### config.mk
export PLATFORM = sky130hd
export DESIGN_NAME = layer_blend_pixel_top_flat
export DESIGN_NICKNAME = d
export VERILOG_FILES = /design/src/sv/lbp_pkg.sv /design/src/sv/lbp_req_if.sv /design/src/sv/lbp_rsp_if.sv /design/src/sv/lbp_csr.sv /design/src/sv/lbp_merge.sv /design/src/sv/lbp_lane.sv /design/src/sv/layer_blend_pixel_top.sv /design/src/flat_wrapper.sv
export VERILOG_INCLUDE_DIRS = /design/src /design/src/sv
export SDC_FILE = /design/constraint.sdc
export NUM_CORES = 2
export LEC_CHECK = 0
export BUFFER_PORTS_ARGS = -buffer_cell sky130_fd_sc_hd__buf_4
export CORE_ASPECT_RATIO = 1.5
export CORE_UTILIZATION = 45
export DETAILED_ROUTE_END_ITERATION = 10
export GPL_TIMING_DRIVEN = 0
export PLACE_DENSITY = 0.72
export REMOVE_ABC_BUFFERS = 1
export SLEW_MARGIN = 40
export SYNTH_ARGS = -nofsm -noshare
export SYNTH_HDL_FRONTEND = slang
export SYNTH_HIERARCHICAL = 1
export SYNTH_SLANG_ARGS = --single-unit
export TNS_END_PERCENT = 10
### constraint.sdc
create_clock -name clock -period 8.5 [get_ports clock]
set_input_delay 0.425 -clock clock [delete_from_list [all_inputs] [get_ports clock]]
set_output_delay 0.425 -clock clock [all_outputs]
set_load 0.05 [all_outputs]
### src/sv/layer_blend_pixel_top_macros.svh
// Assertion shorthands for the layer blend pixel block.
// Both expect signals named clock and reset in the asserting module.
`ifndef LAYER_BLEND_PIXEL_TOP_MACROS_SVH
`define LAYER_BLEND_PIXEL_TOP_MACROS_SVH

// Consequent checked in the same cycle as the antecedent.
`define LBP_ASSERT_NOW(label, ante, cons, msg) \
   label: assert property (@(posedge clock) disable iff (reset) (ante) |-> (cons)) \
      else $error(msg);

// Consequent checked in the cycle after the antecedent.
`define LBP_ASSERT_NEXT(label, ante, cons, msg) \
   label: assert property (@(posedge clock) disable iff (reset) (ante) |=> (cons)) \
      else $error(msg);

`endif

### src/sv/lbp_pkg.sv
package lbp_pkg;

   localparam int PIX_W      = 8;
   localparam int MODE_W     = 3;
   localparam int W_W        = 16;
   localparam int PROD_W     = 24;
   localparam int SUM_W      = 24;
   localparam int NUM_LANES  = 3;
   localparam int STAGES     = 5;

   // 255 * 255: full weight
   localparam logic [W_W-1:0] FULL_WEIGHT = 16'd65025;

   // floor(s / 65025) ~ (s * 66051) >> 32, low by at most one for s < 2^24
   localparam int RECIP_W     = 17;
   localparam int RECIP_SHIFT = 32;
   localparam int RECIP_PROD_W = SUM_W + RECIP_W;
   localparam logic [RECIP_W-1:0] RECIP_FULL = 17'd66051;

   // floor(x / 3) = (x * 683) >> 11, exact for x <= 765
   localparam int GREY_SUM_W  = 10;
   localparam int GREY_PROD_W = 20;
   localparam int GREY_SHIFT  = 11;
   localparam logic [GREY_SUM_W-1:0] GREY_RECIP = 10'd683;

   localparam logic [MODE_W-1:0] MODE_NORMAL   = 3'd0;
   localparam logic [MODE_W-1:0] MODE_ADD      = 3'd1;
   localparam logic [MODE_W-1:0] MODE_MULTIPLY = 3'd2;
   localparam logic [MODE_W-1:0] MODE_XOR      = 3'd3;
   localparam logic [MODE_W-1:0] MODE_DARKER   = 3'd4;
   localparam logic [MODE_W-1:0] MODE_BRIGHTER = 3'd5;

   localparam int CSR_ADDR_W = 3;
   localparam int CSR_DATA_W = 32;
   localparam logic REG_BLEND_MODE    = 1'b0;
   localparam logic REG_LAYER_OPACITY = 1'b1;

   localparam logic [MODE_W-1:0] MODE_RESET    = MODE_NORMAL;
   localparam logic [PIX_W-1:0]  OPACITY_RESET = 8'd255;

   localparam logic [PIX_W-1:0] PIX_MAX = 8'd255;

   // per-stage load enables, bit 0 is the input stage
   typedef struct packed {
      logic [STAGES-1:0] load;
   } stage_en_type;

   // whole-pixel pick decided by the merge stage
   typedef struct packed {
      logic use_pick;
      logic take_layer;
   } pick_type;

endpackage

### src/sv/lbp_req_if.sv
interface lbp_req_if;
   import lbp_pkg::*;

   logic             valid;
   logic             ready;
   logic [PIX_W-1:0] bg_blue;
   logic [PIX_W-1:0] bg_green;
   logic [PIX_W-1:0] bg_red;
   logic [PIX_W-1:0] layer_blue;
   logic [PIX_W-1:0] layer_green;
   logic [PIX_W-1:0] layer_red;
   logic [PIX_W-1:0] layer_pixel_alpha;

   modport source (
      output valid, bg_blue, bg_green, bg_red,
             layer_blue, layer_green, layer_red, layer_pixel_alpha,
      input  ready
   );

   modport sink (
      input  valid, bg_blue, bg_green, bg_red,
             layer_blue, layer_green, layer_red, layer_pixel_alpha,
      output ready
   );

endinterface

### src/sv/lbp_rsp_if.sv
interface lbp_rsp_if;
   import lbp_pkg::*;

   logic             valid;
   logic             ready;
   logic [PIX_W-1:0] out_blue;
   logic [PIX_W-1:0] out_green;
   logic [PIX_W-1:0] out_red;

   modport source (
      output valid, out_blue, out_green, out_red,
      input  ready
   );

   modport sink (
      input  valid, out_blue, out_green, out_red,
      output ready
   );

endinterface

### src/sv/lbp_csr.sv
module lbp_csr (
   input  logic                           clock,
   input  logic                           reset,
   input  logic                           psel,
   input  logic                           penable,
   input  logic                           pwrite,
   input  logic [lbp_pkg::CSR_ADDR_W-1:0] paddr,
   input  logic [lbp_pkg::CSR_DATA_W-1:0] pwdata,
   output logic [lbp_pkg::CSR_DATA_W-1:0] prdata,
   output logic                           pready,
   output logic [lbp_pkg::MODE_W-1:0]     blend_mode,
   output logic [lbp_pkg::PIX_W-1:0]      layer_opacity
);
   import lbp_pkg::*;

   logic              wr_en;
   logic              reg_idx;
   logic [MODE_W-1:0] mode_ff, mode_in;
   logic [PIX_W-1:0]  opacity_ff, opacity_in;

   assign pready  = 1'b1;
   assign wr_en   = psel & penable & pwrite;
   assign reg_idx = paddr[2];

   always_comb begin
      mode_in    = mode_ff;
      opacity_in = opacity_ff;
      if (wr_en) begin
         case (reg_idx)
            REG_BLEND_MODE:    mode_in    = pwdata[MODE_W-1:0];
            REG_LAYER_OPACITY: opacity_in = pwdata[PIX_W-1:0];
            default:           mode_in    = mode_ff;
         endcase
      end
   end

   always_ff @(posedge clock) begin
      if (reset) begin
         mode_ff    <= MODE_RESET;
         opacity_ff <= OPACITY_RESET;
      end else begin
         mode_ff    <= mode_in;
         opacity_ff <= opacity_in;
      end
   end

   always_comb begin
      case (reg_idx)
         REG_BLEND_MODE:    prdata = CSR_DATA_W'(mode_ff);
         REG_LAYER_OPACITY: prdata = CSR_DATA_W'(opacity_ff);
         default:           prdata = '0;
      endcase
   end

   assign blend_mode    = mode_ff;
   assign layer_opacity = opacity_ff;

endmodule

### src/sv/lbp_merge.sv
// Grey compare across all three lanes; decides darker/brighter picks.
module lbp_merge (
   input  logic                      clock,
   input  lbp_pkg::stage_en_type     en,
   input  logic [lbp_pkg::MODE_W-1:0] mode,
   input  logic [lbp_pkg::PIX_W-1:0] bg_red,
   input  logic [lbp_pkg::PIX_W-1:0] bg_green,
   input  logic [lbp_pkg::PIX_W-1:0] bg_blue,
   input  logic [lbp_pkg::PIX_W-1:0] ly_red,
   input  logic [lbp_pkg::PIX_W-1:0] ly_green,
   input  logic [lbp_pkg::PIX_W-1:0] ly_blue,
   output lbp_pkg::pick_type         pick
);
   import lbp_pkg::*;

   logic [GREY_SUM_W-1:0]  bg_sum, ly_sum;
   logic [GREY_PROD_W-1:0] bg_prod, ly_prod;
   logic [PIX_W-1:0]       grey_bg_ff, grey_bg_in;
   logic [PIX_W-1:0]       grey_ly_ff, grey_ly_in;

   assign bg_sum  = GREY_SUM_W'(bg_red) + GREY_SUM_W'(bg_green) + GREY_SUM_W'(bg_blue);
   assign ly_sum  = GREY_SUM_W'(ly_red) + GREY_SUM_W'(ly_green) + GREY_SUM_W'(ly_blue);
   assign bg_prod = GREY_PROD_W'(bg_sum) * GREY_PROD_W'(GREY_RECIP);
   assign ly_prod = GREY_PROD_W'(ly_sum) * GREY_PROD_W'(GREY_RECIP);
   assign grey_bg_in = bg_prod[GREY_SHIFT +: PIX_W];
   assign grey_ly_in = ly_prod[GREY_SHIFT +: PIX_W];

   always_ff @(posedge clock) begin
      if (en.load[0]) begin
         grey_bg_ff <= grey_bg_in;
         grey_ly_ff <= grey_ly_in;
      end
   end

   // tie keeps the background
   always_comb begin
      case (mode)
         MODE_DARKER: begin
            pick.use_pick   = 1'b1;
            pick.take_layer = grey_ly_ff < grey_bg_ff;
         end
         MODE_BRIGHTER: begin
            pick.use_pick   = 1'b1;
            pick.take_layer = grey_ly_ff > grey_bg_ff;
         end
         default: begin
            pick.use_pick   = 1'b0;
            pick.take_layer = 1'b0;
         end
      endcase
   end

endmodule

### src/sv/lbp_lane.sv
// One color channel: mode op, weighted mix, divide by full weight.
module lbp_lane (
   input  logic                       clock,
   input  lbp_pkg::stage_en_type      en,
   input  logic [lbp_pkg::MODE_W-1:0] mode,
   input  logic [lbp_pkg::PIX_W-1:0]  bg,
   input  logic [lbp_pkg::PIX_W-1:0]  ly,
   input  logic [lbp_pkg::W_W-1:0]    weight,
   input  lbp_pkg::pick_type          pick,
   output logic [lbp_pkg::PIX_W-1:0]  chan_out
);
   import lbp_pkg::*;

   logic [PIX_W:0]          add_sum;
   logic [2*PIX_W-1:0]      mul_prod;
   logic [PIX_W-1:0]        pre_in, pre1_ff, bg1_ff, ly1_ff;
   logic [PIX_W-1:0]        blend;
   logic [PROD_W-1:0]       pbg_in, pbg2_ff, pbl_in, pbl2_ff;
   logic [SUM_W-1:0]        sum3_ff, sum3_in, sum4_ff;
   logic [RECIP_PROD_W-1:0] recip_prod;
   logic [PIX_W-1:0]        q4_ff, q4_in;
   logic [SUM_W-1:0]        rem;
   logic [PIX_W-1:0]        out_ff, out_in;

   // stage 1: per-mode blend value
   assign add_sum  = (PIX_W+1)'(bg) + (PIX_W+1)'(ly);
   assign mul_prod = (2*PIX_W)'(bg) * (2*PIX_W)'(ly);

   always_comb begin
      case (mode)
         MODE_ADD:      pre_in = add_sum[PIX_W] ? PIX_MAX : add_sum[PIX_W-1:0];
         MODE_MULTIPLY: pre_in = mul_prod[PIX_W +: PIX_W];
         MODE_XOR:      pre_in = bg ^ ly;
         default:       pre_in = ly;
      endcase
   end

   always_ff @(posedge clock) begin
      if (en.load[0]) begin
         pre1_ff <= pre_in;
         bg1_ff  <= bg;
         ly1_ff  <= ly;
      end
   end

   // stage 2: whole-pixel pick, weighted products
   assign blend  = pick.use_pick ? (pick.take_layer ? ly1_ff : bg1_ff) : pre1_ff;
   assign pbg_in = PROD_W'(bg1_ff) * PROD_W'(FULL_WEIGHT - weight);
   assign pbl_in = PROD_W'(blend) * PROD_W'(weight);

   always_ff @(posedge clock) begin
      if (en.load[1]) begin
         pbg2_ff <= pbg_in;
         pbl2_ff <= pbl_in;
      end
   end

   // stage 3: sum
   assign sum3_in = pbg2_ff + pbl2_ff;

   always_ff @(posedge clock) begin
      if (en.load[2]) begin
         sum3_ff <= sum3_in;
      end
   end

   // stage 4: reciprocal estimate, low by at most one
   assign recip_prod = RECIP_PROD_W'(sum3_ff) * RECIP_PROD_W'(RECIP_FULL);
   assign q4_in      = recip_prod[RECIP_SHIFT +: PIX_W];

   always_ff @(posedge clock) begin
      if (en.load[3]) begin
         q4_ff   <= q4_in;
         sum4_ff <= sum3_ff;
      end
   end

   // stage 5: remainder check and correction
   assign rem    = sum4_ff - SUM_W'(q4_ff) * SUM_W'(FULL_WEIGHT);
   assign out_in = q4_ff + PIX_W'(rem >= SUM_W'(FULL_WEIGHT));

   always_ff @(posedge clock) begin
      if (en.load[4]) begin
         out_ff <= out_in;
      end
   end

   assign chan_out = out_ff;

endmodule

### src/sv/layer_blend_pixel_top.sv
// An input transfer passes through the pipeline registers s1 to s5 before its result shows on rsp_chan.
// Throughput: one pixel per clock unless rsp_chan stalls; each pipeline stage
// holds only while the stage after it is full and stalled, so bubbles are squeezed out.
// Reset (synchronous, active high) empties the pipeline and sets blend_mode
// to normal and layer_opacity to 255; datapath registers are not reset.
`include "layer_blend_pixel_top_macros.svh"

module layer_blend_pixel_top (
   input  logic                           clock,
   input  logic                           reset,
   lbp_req_if.sink                        req_chan,
   lbp_rsp_if.source                      rsp_chan,
   input  logic                           csr_psel,
   input  logic                           csr_penable,
   input  logic                           csr_pwrite,
   input  logic [lbp_pkg::CSR_ADDR_W-1:0] csr_paddr,
   input  logic [lbp_pkg::CSR_DATA_W-1:0] csr_pwdata,
   output logic [lbp_pkg::CSR_DATA_W-1:0] csr_prdata,
   output logic                           csr_pready
);
   import lbp_pkg::*;

   // Pipeline:
   //   s1  mode ops per lane (add/mul/xor), greys, weight = opacity * alpha
   //   s2  merge picks whole pixel for darker/brighter, two products per lane
   //   s3  product sum
   //   s4  reciprocal multiply for /65025
   //   s5  remainder correction, output register

   logic [MODE_W-1:0] blend_mode;
   logic [PIX_W-1:0]  layer_opacity;

   logic [STAGES-1:0] valid_ff, valid_in, load;
   stage_en_type      en;
   pick_type          pick;

   logic [W_W-1:0]    w1_ff, w1_in;

   logic [PIX_W-1:0]  lane_bg  [NUM_LANES];
   logic [PIX_W-1:0]  lane_ly  [NUM_LANES];
   logic [PIX_W-1:0]  lane_out [NUM_LANES];

   lbp_csr u_csr (
      .clock         (clock),
      .reset         (reset),
      .psel          (csr_psel),
      .penable       (csr_penable),
      .pwrite        (csr_pwrite),
      .paddr         (csr_paddr),
      .pwdata        (csr_pwdata),
      .prdata        (csr_prdata),
      .pready        (csr_pready),
      .blend_mode    (blend_mode),
      .layer_opacity (layer_opacity)
   );

   // Stage k loads when empty or when stage k+1 moves on; the output
   // stage moves on when its transfer completes.
   always_comb begin
      load[STAGES-1] = !valid_ff[STAGES-1] | rsp_chan.ready;
      for (int k = STAGES-2; k >= 0; k--) begin
         load[k] = !valid_ff[k] | load[k+1];
      end
   end

   always_comb begin
      valid_in[0] = load[0] ? req_chan.valid : valid_ff[0];
      for (int k = 1; k < STAGES; k++) begin
         valid_in[k] = load[k] ? valid_ff[k-1] : valid_ff[k];
      end
   end

   always_ff @(posedge clock) begin
      if (reset) begin
         valid_ff <= '0;
      end else begin
         valid_ff <= valid_in;
      end
   end

   assign en.load        = load;
   assign req_chan.ready = load[0];
   assign rsp_chan.valid = valid_ff[STAGES-1];

   // Weight shared by all lanes
   assign w1_in = W_W'(layer_opacity) * W_W'(req_chan.layer_pixel_alpha);

   always_ff @(posedge clock) begin
      if (load[0]) begin
         w1_ff <= w1_in;
      end
   end

   // Lane 0 blue, 1 green, 2 red
   assign lane_bg[0] = req_chan.bg_blue;
   assign lane_bg[1] = req_chan.bg_green;
   assign lane_bg[2] = req_chan.bg_red;
   assign lane_ly[0] = req_chan.layer_blue;
   assign lane_ly[1] = req_chan.layer_green;
   assign lane_ly[2] = req_chan.layer_red;

   lbp_merge u_merge (
      .clock    (clock),
      .en       (en),
      .mode     (blend_mode),
      .bg_red   (req_chan.bg_red),
      .bg_green (req_chan.bg_green),
      .bg_blue  (req_chan.bg_blue),
      .ly_red   (req_chan.layer_red),
      .ly_green (req_chan.layer_green),
      .ly_blue  (req_chan.layer_blue),
      .pick     (pick)
   );

   for (genvar c = 0; c < NUM_LANES; c++) begin : g_lane
      lbp_lane u_lane (
         .clock    (clock),
         .en       (en),
         .mode     (blend_mode),
         .bg       (lane_bg[c]),
         .ly       (lane_ly[c]),
         .weight   (w1_ff),
         .pick     (pick),
         .chan_out (lane_out[c])
      );
   end

   assign rsp_chan.out_blue  = lane_out[0];
   assign rsp_chan.out_green = lane_out[1];
   assign rsp_chan.out_red   = lane_out[2];

   // An input transfer always lands in stage one.
   `LBP_ASSERT_NEXT(a_in_lands, req_chan.valid && req_chan.ready, valid_ff[0], "accepted pixel lost at stage one")
   // A finished pixel in stage four reaches the output when it loads.
   `LBP_ASSERT_NEXT(a_out_loads, valid_ff[STAGES-2] && load[STAGES-1], rsp_chan.valid, "pixel lost before output")
   // With nothing behind it, the output empties after its transfer.
   `LBP_ASSERT_NEXT(a_out_drains, rsp_chan.valid && rsp_chan.ready && !valid_ff[STAGES-2], !rsp_chan.valid, "result repeated on output")
   // Weight never exceeds full scale.
   `LBP_ASSERT_NOW(a_weight_range, valid_ff[0], w1_ff <= FULL_WEIGHT, "weight above full scale")

endmodule
### src/flat_wrapper.sv
// flat-port wrapper written by rule: the top's interface ports become plain ports
module layer_blend_pixel_top_flat import lbp_pkg::*;
  (clock, reset, csr_psel, csr_penable, csr_pwrite, csr_paddr, csr_pwdata, csr_prdata, csr_pready, req_chan_valid, req_chan_bg_blue, req_chan_bg_green, req_chan_bg_red, req_chan_layer_blue, req_chan_layer_green, req_chan_layer_red, req_chan_layer_pixel_alpha, req_chan_ready, rsp_chan_valid, rsp_chan_out_blue, rsp_chan_out_green, rsp_chan_out_red, rsp_chan_ready);
  lbp_req_if req_chan_i ();
  lbp_rsp_if rsp_chan_i ();
  input  logic clock;
  input  logic reset;
  input  logic csr_psel;
  input  logic csr_penable;
  input  logic csr_pwrite;
  input  logic [lbp_pkg::CSR_ADDR_W-1:0] csr_paddr;
  input  logic [lbp_pkg::CSR_DATA_W-1:0] csr_pwdata;
  output logic [lbp_pkg::CSR_DATA_W-1:0] csr_prdata;
  output logic csr_pready;
  input wire logic [$bits(req_chan_i.valid)-1:0] req_chan_valid;
  input wire logic [$bits(req_chan_i.bg_blue)-1:0] req_chan_bg_blue;
  input wire logic [$bits(req_chan_i.bg_green)-1:0] req_chan_bg_green;
  input wire logic [$bits(req_chan_i.bg_red)-1:0] req_chan_bg_red;
  input wire logic [$bits(req_chan_i.layer_blue)-1:0] req_chan_layer_blue;
  input wire logic [$bits(req_chan_i.layer_green)-1:0] req_chan_layer_green;
  input wire logic [$bits(req_chan_i.layer_red)-1:0] req_chan_layer_red;
  input wire logic [$bits(req_chan_i.layer_pixel_alpha)-1:0] req_chan_layer_pixel_alpha;
  output wire logic [$bits(req_chan_i.ready)-1:0] req_chan_ready;
  output wire logic [$bits(rsp_chan_i.valid)-1:0] rsp_chan_valid;
  output wire logic [$bits(rsp_chan_i.out_blue)-1:0] rsp_chan_out_blue;
  output wire logic [$bits(rsp_chan_i.out_green)-1:0] rsp_chan_out_green;
  output wire logic [$bits(rsp_chan_i.out_red)-1:0] rsp_chan_out_red;
  input wire logic [$bits(rsp_chan_i.ready)-1:0] rsp_chan_ready;
  assign req_chan_i.valid = req_chan_valid;
  assign req_chan_i.bg_blue = req_chan_bg_blue;
  assign req_chan_i.bg_green = req_chan_bg_green;
  assign req_chan_i.bg_red = req_chan_bg_red;
  assign req_chan_i.layer_blue = req_chan_layer_blue;
  assign req_chan_i.layer_green = req_chan_layer_green;
  assign req_chan_i.layer_red = req_chan_layer_red;
  assign req_chan_i.layer_pixel_alpha = req_chan_layer_pixel_alpha;
  assign req_chan_ready = req_chan_i.ready;
  assign rsp_chan_valid = rsp_chan_i.valid;
  assign rsp_chan_out_blue = rsp_chan_i.out_blue;
  assign rsp_chan_out_green = rsp_chan_i.out_green;
  assign rsp_chan_out_red = rsp_chan_i.out_red;
  assign rsp_chan_i.ready = rsp_chan_ready;
  layer_blend_pixel_top u_core (.clock(clock), .reset(reset), .req_chan(req_chan_i), .rsp_chan(rsp_chan_i), .csr_psel(csr_psel), .csr_penable(csr_penable), .csr_pwrite(csr_pwrite), .csr_paddr(csr_paddr), .csr_pwdata(csr_pwdata), .csr_prdata(csr_prdata), .csr_pready(csr_pready));
endmodule
==> out/qor.csv <==
metric,value,unit
fin_skew,0.05990,ns
drv_cap,0,
drc,0,
fin_setup_tns,0,ns
fillers,15051,
vias_per_cell,5.294,
clock.fmax,123.4,MHz
synth_cells,7758,
critPathKind,reg2reg,
synth_commonest_cells,"inv_1 (1505), ha_1 (1292), fa_1 (918)",
initial_core_util,45.33,%
post_synth.cell_area_avg,9.687,um2
clock_sinks,456,
die_y,502.5,um
slew_headroom,44.88,%
period_share,95.35,%
clk_pin_slew,0.08,ns
io_buffers,105,
routedWlPerCell,16.20,um
cp.required,8.87,ns
synth_area_leaders,"fa_1 (24%), ha_1 (22%), edfxtp_1 (18%), inv_1 (7.5%), and2_1 (3.5%)",
antenna_found_initial,1,
ys_types,111,
finalSetupViolCount,0,
overflow,0,
worstMarginPinSlew,0.8268,ns
critPathArrivalTime,8.48,ns
grt_pass1_wl,272.4,mm
htree_levels,2,
top_layer,met4,
clk_latency,0.70,ns
wl_met3,5.949,mm
dr.pass1.iters,5,
dpl.hpwl,135.8,mm
ioPinCount,157,
async_flop_share,0,%
rows,183,
clock-root-buffer,clkbuf_16,
hold_viol_final,0,
maxSlewViolCount,0,
cp-start-kind,flip-flop,
grt_usage,19.65,%
met2_length,88.64,mm
finalCriticalPeriod,8.105,ns
outcome,completed,
area_delta_synth_final,7.614,%
ff_latch_area,13540,um2
num_vias,53451,
multi_input_area,55520,um2
synth.most_common_cell,inv_1,
die_w,335.7,um
grt_pass1_vias,57091,
cp-end-kind,flip-flop,
yosysWarnings,6,
rsz0062_at_grt,false,
m1WireLength,62.21,mm
gp_congestion,0.8882,
yosysTopAreaCell,fa_1,
critPathMaxFanout,16,
cts_max_path_buffers,3,
yosys_register_bits,456,
synthFlopType,edfxtp_1,
ant_nets,0,
routed_wirelength,163.6,mm
hold_path.class,in2reg,
final_net_count,10143,
cts_tree,done,
cts-buffers-inserted,49,
syn_area,75150,um2
drt_first_iter_violations,2102,
synth_top_area_share,24.45,%
ys_seq_area_share,18.01,%
grt_max_degree,47,
utilization,48.78,%
synth_edf_count,440,
drive_gt1_share,4.508,%
dieArea,168700,um2
core-area,165800,um2
==> registers in the layout, indices dropped and copies added, names as in the netlist, 16 cells and up <==
register                       count
u_core/g_lane.u_lane/sum3_ff      72
u_core/g_lane.u_lane/ly1_ff       24
u_core/g_lane.u_lane/chan_out     24
u_core/g_lane.u_lane/bg1_ff       24
u_core/g_lane.u_lane/pre1_ff      24
u_core/w1_ff                      16
u_core/g_lane.u_lane/sum4_ff      72
u_core/g_lane.u_lane/pbl2_ff      72
u_core/g_lane.u_lane/pbg2_ff      72
u_core/g_lane.u_lane/q4_ff        24
==> worst max-delay path, stage by stage (launching register included) <==
cell,delay (ns)
edfxtp_1,0.39
ha_1,0.29
nor2b_1,0.13
o21a_1,0.15
o21ai_0,0.14
a21oi_1,0.10
or3_1,0.42
a21boi_4,0.38
buf_8,0.24
mux2i_1,0.11
a21oi_2,0.65
nand2_1,0.16
fa_1,0.51
fa_1,0.55
inv_1,0.06
fa_1,0.53
fa_1,0.50
ha_1,0.35
or3_1,0.35
o211a_1,0.15
a2111oi_0,0.67
o31ai_1,0.23
a21o_1,0.22
a21oi_1,0.17
xnor2_1,0.30
==> cells in the final DEF, fill, tap and decap left out, drive strengths merged, types with 13 or more instances in the layout <==
| master | instances |
|---|---|
| o21bai | 28 |
| ha | 1292 |
| dfxtp | 16 |
| mux2i | 50 |
| a21boi | 16 |
| conb | 25 |
| a2111oi | 16 |
| nor3 | 87 |
| fa | 918 |
| clkbuf | 51 |
| xor2 | 104 |
| nand2 | 646 |
| and2 | 430 |
| nor2b | 166 |
| o21a | 68 |
| inv | 1515 |
| and3 | 50 |
| o2111ai | 16 |
| nand3 | 89 |
| clkinv | 22 |
| o21ai | 155 |
| a211o | 13 |
| a21o | 99 |
| or3 | 30 |
| o22ai | 13 |
| nor2 | 306 |
| o211ai | 33 |
| or2 | 14 |
| nand3b | 14 |
| nor4 | 14 |
| nand4 | 34 |
| a31oi | 24 |
| edfxtp | 440 |
| a211oi | 42 |
| or4 | 18 |
| nand2b | 72 |
| buf | 167 |
| a21oi | 275 |
| xnor2 | 274 |
| o31ai | 19 |
==> kinds of logic after synthesis <==
| kind of cell | Yosys count | share of synthesized area, % |
|---|---|---|
| AOI/OAI and AO/OA | 958 | 8.671 |
| muxes | 60 | 0.8158 |
| and+or+nand+nor | 2013 | 13.52 |
| other | 2 | 0.009993 |
| buffers and inverters | 1679 | 8.549 |
| DFF | 456 | 18.01 |
| adders and majority gates | 2211 | 45.98 |
| xor gates and xnor gates | 379 | 4.445 |
==> per-stage QoR <==
step                      hold slack (ns)  cells  setup WS (ns)  instance area [um2]
after global placement             0.4441   9933         -6.452                78030
after global routing              0.01564  10096        0.01153                80870
after detailed placement           0.4607   9995         0.5329                79110
final                             0.05147  10097         0.3950                80870
after CTS                        0.008657  10095         0.4474                80850
after floorplan                    0.4291   7608         -2.133                74470
==> final timing paths <==
check	start	end	slack (ns)	depth (start not counted)
min	req_chan_bg_green[7]	u_core/g_lane[1].u_lane/bg1_ff[7]	0.05	1
min reg2reg	u_core/valid_ff[2]	u_core/valid_ff[3]	0.48	2
max reg2reg	u_core/u_merge/grey_ly_ff[1]	u_core/g_lane[0].u_lane/pbl2_ff[18]	0.39	24
max	u_core/u_merge/grey_ly_ff[1]	u_core/g_lane[0].u_lane/pbl2_ff[18]	0.39	24
==> metal layers <==
metal / vias up / track usage [%]
met1: 26530 / 21.14
met4: 0 / 8.052
li1: 25564 / -
met2: 1003 / 38.34
met5: - / 0
met3: 354 / 2.187
==> area by class of cell <==
class / count / share of cell area [%]
Tap cell: 2220 / 3.435
Clock buffer: 51 / 1.525
Clock inverter: 40 / 0.5106
Inverter: 1506 / 6.993
Multi-Input combinational cell: 5646 / 68.65
Sequential cell: 456 / 16.74
Timing Repair Buffer: 176 / 2.140
Antenna cell: 2 / 0.006188
==> what timing repair did <==
action / in CTS / in global routing
setup endpoints to repair: 0 / 1
resized for setup: 0 / 1
buffers inserted: 0 / 0
hold buffers: 9 / 0
hold endpoints to repair: 11 / 0
Power is not shown: default switching activity piles up to over one toggle a cycle in this logic, so the estimate is an artifact.
